[config.mk]
export PLATFORM = sky130hd
export DESIGN_NAME = keypad_countdown_timer
export DESIGN_NICKNAME = d
export VERILOG_FILES = /design/src/kct_pkg.sv /design/src/kct_debounce.sv /design/src/kct_core.sv /design/src/keypad_countdown_timer.sv
export SDC_FILE = /design/constraint.sdc
export NUM_CORES = 1
export LEC_CHECK = 0
export BUFFER_PORTS_ARGS = -buffer_cell sky130_fd_sc_hd__buf_2
export CORE_AREA = 2 2 108 110
export CTS_BUF_LIST = sky130_fd_sc_hd__clkbuf_4
export CTS_CLUSTER_DIAMETER = 100
export DETAILED_ROUTE_END_ITERATION = 10
export DIE_AREA = 0 0 110 112
export MAX_ROUTING_LAYER = met4
export PLACE_DENSITY = 0.83
export SLEW_MARGIN = 20
export SYNTH_ARGS = -nofsm -noshare
export SYNTH_HDL_FRONTEND = slang
export SYNTH_SLANG_ARGS = --single-unit
[constraint.sdc]
create_clock -name clk_i -period 11.5 [get_ports clk_i]
set_clock_uncertainty 0.15 [all_clocks]
set_input_delay 2.3 -clock clk_i [delete_from_list [all_inputs] [get_ports clk_i]]
set_output_delay 2.3 -clock clk_i [all_outputs]
set_load 0.02 [all_outputs]
[src/kct_pkg.sv]
// Shared types and constants for the keypad countdown timer.
package kct_pkg;

  localparam logic [3:0] KEY_STAR = 4'hE;
  localparam logic [3:0] KEY_HASH = 4'hF;
  localparam logic [3:0] KEY_DIGIT_LIMIT = 4'd10;

  localparam logic OP_KEY = 1'b0;
  localparam logic OP_TICK = 1'b1;

  localparam logic [6:0] FIELD_MAX = 7'd59;
  localparam logic [5:0] SECS_PER_MIN = 6'd60;

  localparam logic signed [8:0] READ_MAX = 9'sd200;
  localparam logic signed [8:0] READ_MIN = -9'sd200;

  localparam logic [1:0] LEVEL_UNKNOWN = 2'd2;

  localparam logic [7:0] TPS_RESET = 8'd20;
  localparam logic [7:0] DEB_RESET = 8'd4;

  localparam logic CFG_TPS = 1'b0;
  localparam logic CFG_DEB = 1'b1;

  localparam logic [2:0] POS_FULL = 3'd4;

  typedef enum logic [2:0] {
    MODE_IDLE    = 3'd0,
    MODE_ENTRY   = 3'd1,
    MODE_ARMED   = 3'd2,
    MODE_COUNT   = 3'd3,
    MODE_EXPIRED = 3'd4
  } mode_e;

  typedef struct packed {
    logic [1:0]        last_level;
    logic signed [8:0] reads;
  } deb_state_t;

  typedef struct packed {
    mode_e       mode;
    logic [2:0]  digits_entered;
    logic [11:0] remaining_seconds;
    logic        led_on;
  } result_t;

endpackage

[src/kct_debounce.sv]
// Key level debounce step with abort detection.
module kct_debounce (
  input  logic               level_i,
  input  logic [3:0]         key_i,
  input  logic [7:0]         deb_reads_i,
  input  kct_pkg::deb_state_t state_i,
  output kct_pkg::deb_state_t state_o,
  output logic               abort_o
);
  import kct_pkg::*;

  logic              same;
  logic signed [8:0] reads_n;

  assign same = (state_i.last_level == {1'b0, level_i});

  always_comb begin
    reads_n = state_i.reads;
    if (same) begin
      if (level_i) begin
        if (state_i.reads < READ_MAX) reads_n = state_i.reads + 9'sd1;
      end else begin
        if (state_i.reads > READ_MIN) reads_n = state_i.reads - 9'sd1;
      end
    end else begin
      reads_n = '0;
    end
  end

  assign state_o.last_level = {1'b0, level_i};
  assign state_o.reads = reads_n;
  assign abort_o = level_i && !reads_n[8] && (reads_n[7:0] == deb_reads_i) &&
                   (key_i == KEY_STAR);

endmodule

[src/kct_core.sv]
// Timer state registers and per-item state update.
module kct_core (
  input  logic               clk_i,
  input  logic               rst_ni,
  input  logic               step_i,
  input  logic               op_i,
  input  logic [3:0]         key_code_i,
  input  logic               key_down_i,
  input  logic [7:0]         tps_i,
  input  logic [7:0]         deb_reads_i,
  output kct_pkg::result_t   result_o
);
  import kct_pkg::*;

  mode_e       mode_q, mode_d;
  logic [2:0]  pos_q, pos_d;
  logic [11:0] secs_q, secs_d;
  logic [7:0]  tick_q, tick_d;
  logic        led_q, led_d;
  deb_state_t  deb_q, deb_d, deb_n;
  logic        abort;
  logic [3:0]  digits_q [4];
  logic        digit_we;

  logic [6:0]  mins_raw, secs_raw;
  logic [5:0]  mins_c, secs_c;
  logic [11:0] total;
  logic [7:0]  tick_inc;

  kct_debounce u_debounce (
    .level_i    (key_down_i),
    .key_i      (key_code_i),
    .deb_reads_i(deb_reads_i),
    .state_i    (deb_q),
    .state_o    (deb_n),
    .abort_o    (abort)
  );

  assign mins_raw = 7'(digits_q[0]) * 7'd10 + 7'(digits_q[1]);
  assign secs_raw = 7'(digits_q[2]) * 7'd10 + 7'(key_code_i);
  assign mins_c   = (mins_raw > FIELD_MAX) ? FIELD_MAX[5:0] : mins_raw[5:0];
  assign secs_c   = (secs_raw > FIELD_MAX) ? FIELD_MAX[5:0] : secs_raw[5:0];
  assign total    = 12'(mins_c) * 12'(SECS_PER_MIN) + 12'(secs_c);
  assign tick_inc = tick_q + 8'd1;

  always_comb begin
    mode_d   = mode_q;
    pos_d    = pos_q;
    secs_d   = secs_q;
    tick_d   = tick_q;
    led_d    = led_q;
    deb_d    = deb_q;
    digit_we = 1'b0;
    if (step_i) begin
      if (op_i == OP_KEY) begin
        unique case (mode_q)
          MODE_IDLE: begin
            if (key_code_i == KEY_STAR) begin
              mode_d = MODE_ENTRY;
              pos_d  = '0;
              secs_d = '0;
            end
          end
          MODE_ENTRY: begin
            if (key_code_i == KEY_STAR) begin
              pos_d  = '0;
              secs_d = '0;
            end else if (key_code_i < KEY_DIGIT_LIMIT) begin
              digit_we = 1'b1;
              pos_d    = pos_q + 3'd1;
              if (pos_q[1:0] == 2'd3) begin
                pos_d  = POS_FULL;
                secs_d = total;
                mode_d = MODE_ARMED;
              end
            end
          end
          MODE_ARMED: begin
            if (key_code_i == KEY_HASH) begin
              mode_d = MODE_COUNT;
              tick_d = '0;
            end else if (key_code_i == KEY_STAR) begin
              mode_d = MODE_ENTRY;
              pos_d  = '0;
              secs_d = '0;
            end
          end
          MODE_EXPIRED: begin
            if (key_code_i == KEY_HASH) begin
              led_d = 1'b0;
            end else if (key_code_i == KEY_STAR) begin
              led_d  = 1'b0;
              mode_d = MODE_ENTRY;
              pos_d  = '0;
              secs_d = '0;
            end
          end
          default: begin
          end
        endcase
      end else if (mode_q == MODE_COUNT) begin
        deb_d = deb_n;
        if (abort) begin
          led_d  = 1'b1;
          mode_d = MODE_EXPIRED;
        end else if (tick_inc == tps_i) begin
          tick_d = '0;
          if (secs_q == '0) begin
            led_d  = 1'b1;
            mode_d = MODE_EXPIRED;
          end else begin
            secs_d = secs_q - 12'd1;
          end
        end else begin
          tick_d = tick_inc;
        end
      end
    end
  end

  always_ff @(posedge clk_i or negedge rst_ni) begin
    if (!rst_ni) begin
      mode_q           <= MODE_IDLE;
      pos_q            <= '0;
      secs_q           <= '0;
      tick_q           <= '0;
      led_q            <= 1'b0;
      deb_q.last_level <= LEVEL_UNKNOWN;
      deb_q.reads      <= '0;
    end else begin
      mode_q <= mode_d;
      pos_q  <= pos_d;
      secs_q <= secs_d;
      tick_q <= tick_d;
      led_q  <= led_d;
      deb_q  <= deb_d;
    end
  end

  always_ff @(posedge clk_i) begin
    if (digit_we) begin
      digits_q[pos_q[1:0]] <= key_code_i;
    end
  end

  assign result_o.mode              = mode_d;
  assign result_o.digits_entered    = pos_d;
  assign result_o.remaining_seconds = secs_d;
  assign result_o.led_on            = led_d;

endmodule

[src/keypad_countdown_timer.sv]
// Keypad countdown timer top level: input register, core and result register.
//
// Usage:
//   Input channel (in_valid_i / in_stall_o) carries op_i, key_code_i and
//   key_down_i: a key press event (op 0) or a sample tick (op 1).
//   Output channel (out_valid_o / out_stall_i) returns one result per item:
//   mode, digits entered, remaining seconds and LED level after that item.
//   A transfer happens at a rising edge with valid high and stall low.
//   The item is held in the input register, passes through the core when the
//   result register is empty or being taken, and then waits in the result
//   register until it is taken.
//   Throughput: one item per cycle unless the receiver stalls; the state
//   update is a single pass through the core logic between the two registers.
//   When the receiver stalls, the result register holds, the input register
//   fills, and in_stall_o rises until the result is taken.
//   Reset puts the timer idle, LED off, tick and debounce state cleared,
//   ticks_per_second at 20 and debounce_reads at 4.
//   Configuration: cfg_we_i writes cfg_data_i to register cfg_idx_i (0 ticks_per_second,
//   1 debounce_reads); the user must write only while the block is idle (not enforced).
module keypad_countdown_timer (
  input  logic        clk_i,
  input  logic        rst_ni,
  input  logic        cfg_we_i,
  input  logic        cfg_idx_i,
  input  logic [7:0]  cfg_data_i,
  input  logic        in_valid_i,
  output logic        in_stall_o,
  input  logic        op_i,
  input  logic [3:0]  key_code_i,
  input  logic        key_down_i,
  output logic        out_valid_o,
  input  logic        out_stall_i,
  output logic [2:0]  mode_o,
  output logic [2:0]  digits_entered_o,
  output logic [11:0] remaining_seconds_o,
  output logic        led_on_o
);
  import kct_pkg::*;

  logic [7:0] tps_val_q, deb_val_q;

  logic       in_valid_q;
  logic       op_q;
  logic [3:0] key_q;
  logic       level_q;
  logic       in_xfer;
  logic       adv;

  logic       out_valid_q;
  result_t    res_d, res_q;

  always_ff @(posedge clk_i or negedge rst_ni) begin
    if (!rst_ni) begin
      tps_val_q <= TPS_RESET;
      deb_val_q <= DEB_RESET;
    end else if (cfg_we_i) begin
      if (cfg_idx_i == CFG_TPS) tps_val_q <= cfg_data_i;
      if (cfg_idx_i == CFG_DEB) deb_val_q <= cfg_data_i;
    end
  end

  assign adv        = in_valid_q && (!out_valid_q || !out_stall_i);
  assign in_stall_o = in_valid_q && !adv;
  assign in_xfer    = in_valid_i && !in_stall_o;

  always_ff @(posedge clk_i or negedge rst_ni) begin
    if (!rst_ni) begin
      in_valid_q <= 1'b0;
    end else if (in_xfer) begin
      in_valid_q <= 1'b1;
    end else if (adv) begin
      in_valid_q <= 1'b0;
    end
  end

  always_ff @(posedge clk_i) begin
    if (in_xfer) begin
      op_q    <= op_i;
      key_q   <= key_code_i;
      level_q <= key_down_i;
    end
  end

  kct_core u_core (
    .clk_i      (clk_i),
    .rst_ni     (rst_ni),
    .step_i     (adv),
    .op_i       (op_q),
    .key_code_i (key_q),
    .key_down_i (level_q),
    .tps_i      (tps_val_q),
    .deb_reads_i(deb_val_q),
    .result_o   (res_d)
  );

  always_ff @(posedge clk_i or negedge rst_ni) begin
    if (!rst_ni) begin
      out_valid_q <= 1'b0;
    end else if (adv) begin
      out_valid_q <= 1'b1;
    end else if (!out_stall_i) begin
      out_valid_q <= 1'b0;
    end
  end

  always_ff @(posedge clk_i) begin
    if (adv) begin
      res_q <= res_d;
    end
  end

  assign out_valid_o         = out_valid_q;
  assign mode_o              = res_q.mode;
  assign digits_entered_o    = res_q.digits_entered;
  assign remaining_seconds_o = res_q.remaining_seconds;
  assign led_on_o            = res_q.led_on;

`ifndef NO_ASSERTIONS
  a_led_expired: assert property (@(posedge clk_i) disable iff (!rst_ni)
    (out_valid_o && led_on_o) |-> (mode_o == MODE_EXPIRED))
    else $error("LED lit outside expired mode");

  a_entry_zero: assert property (@(posedge clk_i) disable iff (!rst_ni)
    (out_valid_o && (mode_o == MODE_IDLE || mode_o == MODE_ENTRY))
      |-> (remaining_seconds_o == 12'd0))
    else $error("nonzero time during idle or entry");

  a_count_full: assert property (@(posedge clk_i) disable iff (!rst_ni)
    (out_valid_o && (mode_o == MODE_ARMED || mode_o == MODE_COUNT))
      |-> (digits_entered_o == POS_FULL))
    else $error("armed or counting without four digits");

  a_time_range: assert property (@(posedge clk_i) disable iff (!rst_ni)
    out_valid_o |-> (remaining_seconds_o <= 12'd3599))
    else $error("remaining time out of range");
`endif

endmodule
* Yosys cells after proc, flatten, opt, wreduce, memory -nomap -nowiden
Memories as Yosys holds them, arrays and structs flattened. Cells that the tools add are included.
Word-level totals: memories 1, register bits after elaboration 81, output and inout port bits 21, RAM bits 16, bits of input ports 20, logic and storage cells 136
Memories:
- u_core.digits_q | words 4, bits a word 4, read ports 3, clocked after memory_dff 0, write ports 1, RTL line kct_core.sv:22 | logic [3:0] digits_q [4];
Cells by class: bitwise operators 1, equal/unequal tests 13, multiply operators 3, order comparisons 5, add/subtract/negate cells 8, muxes and demuxes 65, reduce and logical (&&, ||, !) cells 22
Operators with widths (number):
- 12-bit two-way mux | 11
- 3-bit two-way mux | 19
- 8-bit two-way mux | 6
- 9-bit two-way mux | 4
- 12-bit one-hot mux with 3 select lines | 1
- 1-bit two-way mux | 20
- 8-bit == test | 2
- 7-bit by 4-bit adder with 7-bit output | 2
- 7-bit by 6-bit greater-than comparator with 1-bit output (second input constant) | 2
- 12-bit by 6-bit adder with 12-bit output | 1
- 12-bit logical NOT | 1
- 4-bit by 3-bit multiplier with 6-bit output (second input constant) | 2
- 6-bit two-way mux | 2
- 3-bit one-hot mux with 4 select lines | 1
- 12-bit by 1-bit subtractor with 12-bit output (second input constant) | 1
- 6-bit by 4-bit multiplier with 10-bit output (second input constant) | 1
- 9-bit by 2-bit adder with 9-bit output (second input constant) | 1
- 9-bit greater-than comparator (second input constant) | 1
- 9-bit less-than comparator (second input constant) | 1
- 3-bit one-hot mux with 3 select lines | 1
- 9-bit by 2-bit subtractor with 9-bit output (second input constant) | 1
- 8-bit by 1-bit adder with 8-bit output (second input constant) | 1
- 4-bit == test (second input constant) | 2
- 3-bit by 2-bit == test with 1-bit output (second input constant) | 2
- 18 further kinds | 31

* Depth between registers and ports, before layout
An unclocked memory read counts as a cell.
word-level depth 13, mapped depth 24, gate-level depth less buffers 24

* Cells and area by module
From an unflattened synthesis, not the netlist that was laid out.
Second synthesis, totals: cells, all modules 625, area total of the unflattened synthesis 6443.7 µm²
By module, submodules not included:
- kct_core | sequential area each 1312.5 µm², instances 1, area each 4324.1 µm², cells an instance 463
- keypad_countdown_timer | sequential area each 1204.9 µm², instances 1, area each 1482.7 µm², cells an instance 68
- kct_debounce | sequential area each 0.0 µm², instances 1, area each 636.9 µm², cells an instance 94

* Worst setup path after synthesis
OpenSTA, ideal clock, no wires.
kind reg2reg, start memory u_core.digits_q[0][1], end register res_q (netlist bit remaining_seconds_o[10]), data pin, path slack 5.447 ns, setup time 0.278 ns, cell stages (with the launch flop) 23, required time 11.072 ns, buffers on the path 0, period minus slack after synthesis 6.053 ns, arrival time 5.624 ns, cells stage by stage edfxtp_1 > ha_1 > ha_1 > inv_1 > fa_1 > xor2_1 > nand3_1 > maj3_1 > a21oi_1 > or2_2 > inv_1 > fa_1 > fa_1 > inv_1 > ha_1 > nor2b_1 > o31a_1 > or4_1 > o311ai_0 > xnor2_1 > a22oi_1 > nor2_1 > or4_1
RTL lines:
- start, declared | RTL line kct_core.sv:22
- end signal, assigned | RTL line keypad_countdown_timer.sv:108 | res_q <= res_d;
- end, declared | RTL line keypad_countdown_timer.sv:50 | result_t res_d, res_q;

==> flow_summary_export.csv <==
group,metric,value,unit
logic_synthesis,synth_xor_xnor_area_share,4.90,%
global_route,grt_pass1_vias,5148,
clock_network,cts_sinks,93,
logic_synthesis,synth_ff_type,"dfrtp_1",
routing,drtAntennaViolNets,0,
floorplanning,initial_core_util,58.7,%
pwr,powerDensity,146,mW/mm^2
logic_synthesis,syn_inst,678,
logic_synthesis,synth_top_area_share,19.8,%
critical_path,worst-path-buf-inv,4,
pwr,swShare,39.1,%
logic_synthesis,synth_top_area_cell,"dfrtp_1",
placed_design,finalWeightedCongestion,0.917,
global_route,grt_pass1_wl,24700,um
cells_and_area,drive_above_1_share,13.7,%
critical_path,reg2reg_to,"remaining_seconds_o[10]$_DFFE_PP_",
clock_network,cts_setup_buffers,0,
critical_path,cp-end-kind,"flop",
placed_design,dp_cells,840,
routing,wl_per_cell,16.9,um
logic_synthesis,synthMuxAreaShare,4.22,%
pwr,p_int,0.621,mW
pwr,irDropWorstVdd,0.127,mV
routing,vias,5245,
pwr,seq_power_share,44.3,%
clock_network,ctsHtreeMaxLevel,3,
sta,relSlewSlack,29.5,%
cells_and_area,fin_area,0.00701,mm^2
sta,rsz0062_at_grt,"no",
clock_network,cts-root-buf,"clkbuf_4",
placed_design,port_buffers,40,
worst_hold_path,hold_class,"flop to flop",
sta,finalCritPeriodShare,57.0,%
logic_synthesis,synth_top_family_by_area,"simple AND/OR/NAND/NOR gates",
clock_network,cts_tree,"done",
routing,drtIter0Drc,430,
logic_synthesis,synthArstFlopShare,60.2,%
logic_synthesis,ys_ff_latch,93,
clock_network,cts_resized,0,
pwr,p_comb_share,37.0,%
sta,worst_slew_pin_slew,1.05,ns
run,cap_violations,0,
routing,viasPerCell,6.13,
logic_synthesis,synth_edf_count,37,
global_route,grt_usage,26.0,%
placed_design,hpwlAfterDp,10800,um
cells_and_area,insertedDiodeCount,0,
cells_and_area,area_growth,6.85,%
critical_path,cp_slowest_cell,"or4_1",
critical_path,path_class,"flop to flop",
clock_network,numCtsBuffers,9,
worst_hold_path,holdPathEnd,"u_core.deb_q[9]$_DFFE_PN0P_",
status,outcome,"completed",
logic_synthesis,syn_avg_cell_area,9.67,um^2
critical_path,slowest_delay,0.55,ns
routing,first_pass_iters,5,
pwr,switchingPower,0.399,mW
critical_path,crit_arrival,6.61,ns
logic_synthesis,synth_simple_gate_area_share,18.6,%
routing,drt_wl_total,14500,um
logic_synthesis,synth-compound-area-share,18.1,%
floorplanning,core,0.0112,mm^2
global_route,grt_overflow_total,0,
cells_and_area,fin_nets,780,
logic_synthesis,syn_nets,750,
logic_synthesis,synth_warnings,0,
logic_synthesis,synth_area,0.00656,mm^2
critical_path,reg2regPathDepth,23,
clock_network,cts-hold-fix-buffers,0,
floorplanning,std_cell_rows,39,
logic_synthesis,synthDistinctLibCells,77,
critical_path,cp_top_family,"adder cells",
placed_design,place_area,0.00686,mm^2
clock_network,path_clk_slew,0.15,ns
floorplanning,fp.dieW,110,um
cells_and_area,stdcell_count,856,
worst_hold_path,worstHoldPathCells,2,
logic_synthesis,synth.area.top_cells,"dfrtp_1 (20%), edfxtp_1 (17%), ha_1 (7.3%), fa_1 (4.3%), a21oi_1 (3.0%)",
critical_path,cp-start-kind,"flop",
floorplanning,ioPinCount,41,
global_route,grt_max_degree,57,
sta,max_freq,153,MHz
sta,fin_crit,6.55,ns
worst_hold_path,holdCritStartpoint,"u_core.deb_q[9]$_DFFE_PN0P_",
critical_path,path_max_fanout,4,
sta,drv_slew,0,
critical_path,required,11.56,ns
global_route,antenna_found_initial,0,
critical_path,rrSetupSlack,4.95,ns
logic_synthesis,synth_fa_ha_area_share,11.8,%
routing,drc,0,
sta,fin_tns_setup,0,ns
pwr,clockPowerShare,18.7,%
logic_synthesis,ys_seq_area_share,38.4,%
sta,setup_viol,0,
critical_path,rr_startpoint,"u_core.digits_q[0][1]$_DFFE_PP_",
clock_network,ctsLongestPathBuffers,2,
pwr,p_leak,2.91,nW
floorplanning,dieArea,0.0123,mm^2
sta,hold_violations,0,
floorplanning,die_y,112,um
clock_network,clk_latency,0.47,ns
critical_path,crit_chain,"ha_1, ha_1, inv_1, fa_1, xor2_1, nand3_1, maj3_1, a21oi_1, nand2b_1, inv_1, fa_1, fa_1, inv_1, fa_1, inv_1, ha_1, a21oi_1, nor2b_1, nand4_1, xnor2_1, a22oi_1, nor2_1, or4_1",
-- synth_stat cells (all sizes together), types with 7 or more instances --
master  number
xor2        16
o21ai       46
nor3        21
nor2b        9
a211oi       8
or4          8
or2          9
fa          14
edfxtp      37
and3        10
or3          9
inv         42
nand3       25
a31oi        7
a21o        11
mux2i        7
ha          38
dfrtp       52
nor2        44
xnor2       18
nand4        8
and2         9
nand2b       9
clkbuf      21
mux2        18
nor4         7
nand2       52
a21oi       39
-- worst reg2reg max path, delay by kind of cell (launching register included) --
kind / cells / cell delay (ns)
DFF: 1 / 0.47
buffers and inverters: 4 / 0.30
AOI/OAI and AO/OA: 3 / 0.51
adders and majority gates: 8 / 3.23
xor gates and xnor gates: 2 / 0.38
and+or+nand+nor: 6 / 1.24
-- through the flow --
step,total power [mW],hold WS [ns],worst slack [ns],utilization (%)
after global routing,1.09,0.390,4.59,62.7
after detailed placement,0.829,0.344,4.97,61.4
after global placement,0.813,0.320,5.21,61.4
final,1.02,0.373,4.95,62.7
after floorplan,0.734,0.302,5.45,-
after CTS,1.02,0.373,4.93,62.7
-- registers in the layout, summed over array words and instances, names as in the netlist, 4 cells and up --
name                 count
deb_val_q                8
u_core.tick_q            8
u_core.digits_q         12
key_q                    4
u_core.deb_q            11
tps_val_q                8
u_core.secs_q           12
remaining_seconds_o     12
-- cell type report --
type                            instances  area (um^2)
Tap cell                              143          179
Multi-Input combinational cell        519         3780
Sequential cell                        93         2520
Clock buffer                           10         75.1
Timing Repair Buffer                   43          223
Inverter                               42          158
Fill cell                             897         4170
Clock inverter                          6         71.3
-- cell families after synthesis --
family                     Yosys count
AOI/OAI and AO/OA                  173
xor gates and xnor gates            35
adders and majority gates           54
buffers and inverters               66
DFF                                 93
muxes                               25
and+or+nand+nor                    232
-- worst max path at each step --
stage	startpoint	to	slack (ns)	depth (start not counted)
floorplan	u_core.digits_q[0][1]$_DFFE_PP_	remaining_seconds_o[10]$_DFFE_PP_	5.45	22
finish	u_core.digits_q[0][1]$_DFFE_PP_	remaining_seconds_o[10]$_DFFE_PP_	4.95	23
detailed placement	u_core.digits_q[0][1]$_DFFE_PP_	remaining_seconds_o[10]$_DFFE_PP_	4.97	23
CTS	u_core.digits_q[0][1]$_DFFE_PP_	remaining_seconds_o[10]$_DFFE_PP_	4.93	23
global placement	u_core.digits_q[0][1]$_DFFE_PP_	remaining_seconds_o[10]$_DFFE_PP_	5.21	22
global route	u_core.digits_q[0][1]$_DFFE_PP_	remaining_seconds_o[10]$_DFFE_PP_	4.59	22
-- placed cells by master, fill, tap and decap left out, types with 10 or more instances in the layout --
master    count
ha_1         38
dfrtp_1      52
edfxtp_1     37
nand2_1      52
xnor2_1      18
buf_2        40
a21o_1       11
fa_1         14
nand3_1      25
inv_1        41
mux2_2       17
xor2_1       16
clkbuf_4     10
nor2_1       44
nor3_1       21
a21oi_1      39
o21ai_0      39
-- power groups by stage --
stage | logic [mW] | clock network (mW) | registers [mW]
after floorplan | 0.289 | 0 | 0.444
after global placement | 0.359 | 0 | 0.454
after detailed placement | 0.373 | 0 | 0.457
after CTS | 0.376 | 0.194 | 0.450
after global routing | 0.422 | 0.206 | 0.459
final | 0.377 | 0.190 | 0.452
-- layer usage --
metal,vias to the layer above,wire (um),global-route usage (%)
met3,29,604,4.10
met4,0,306,8.78
li1,2547,-,-
met5,-,0,-
met2,170,7460,42.4
met1,2499,6140,32.7
No activity file was read; power rests on OpenSTA's default activity.
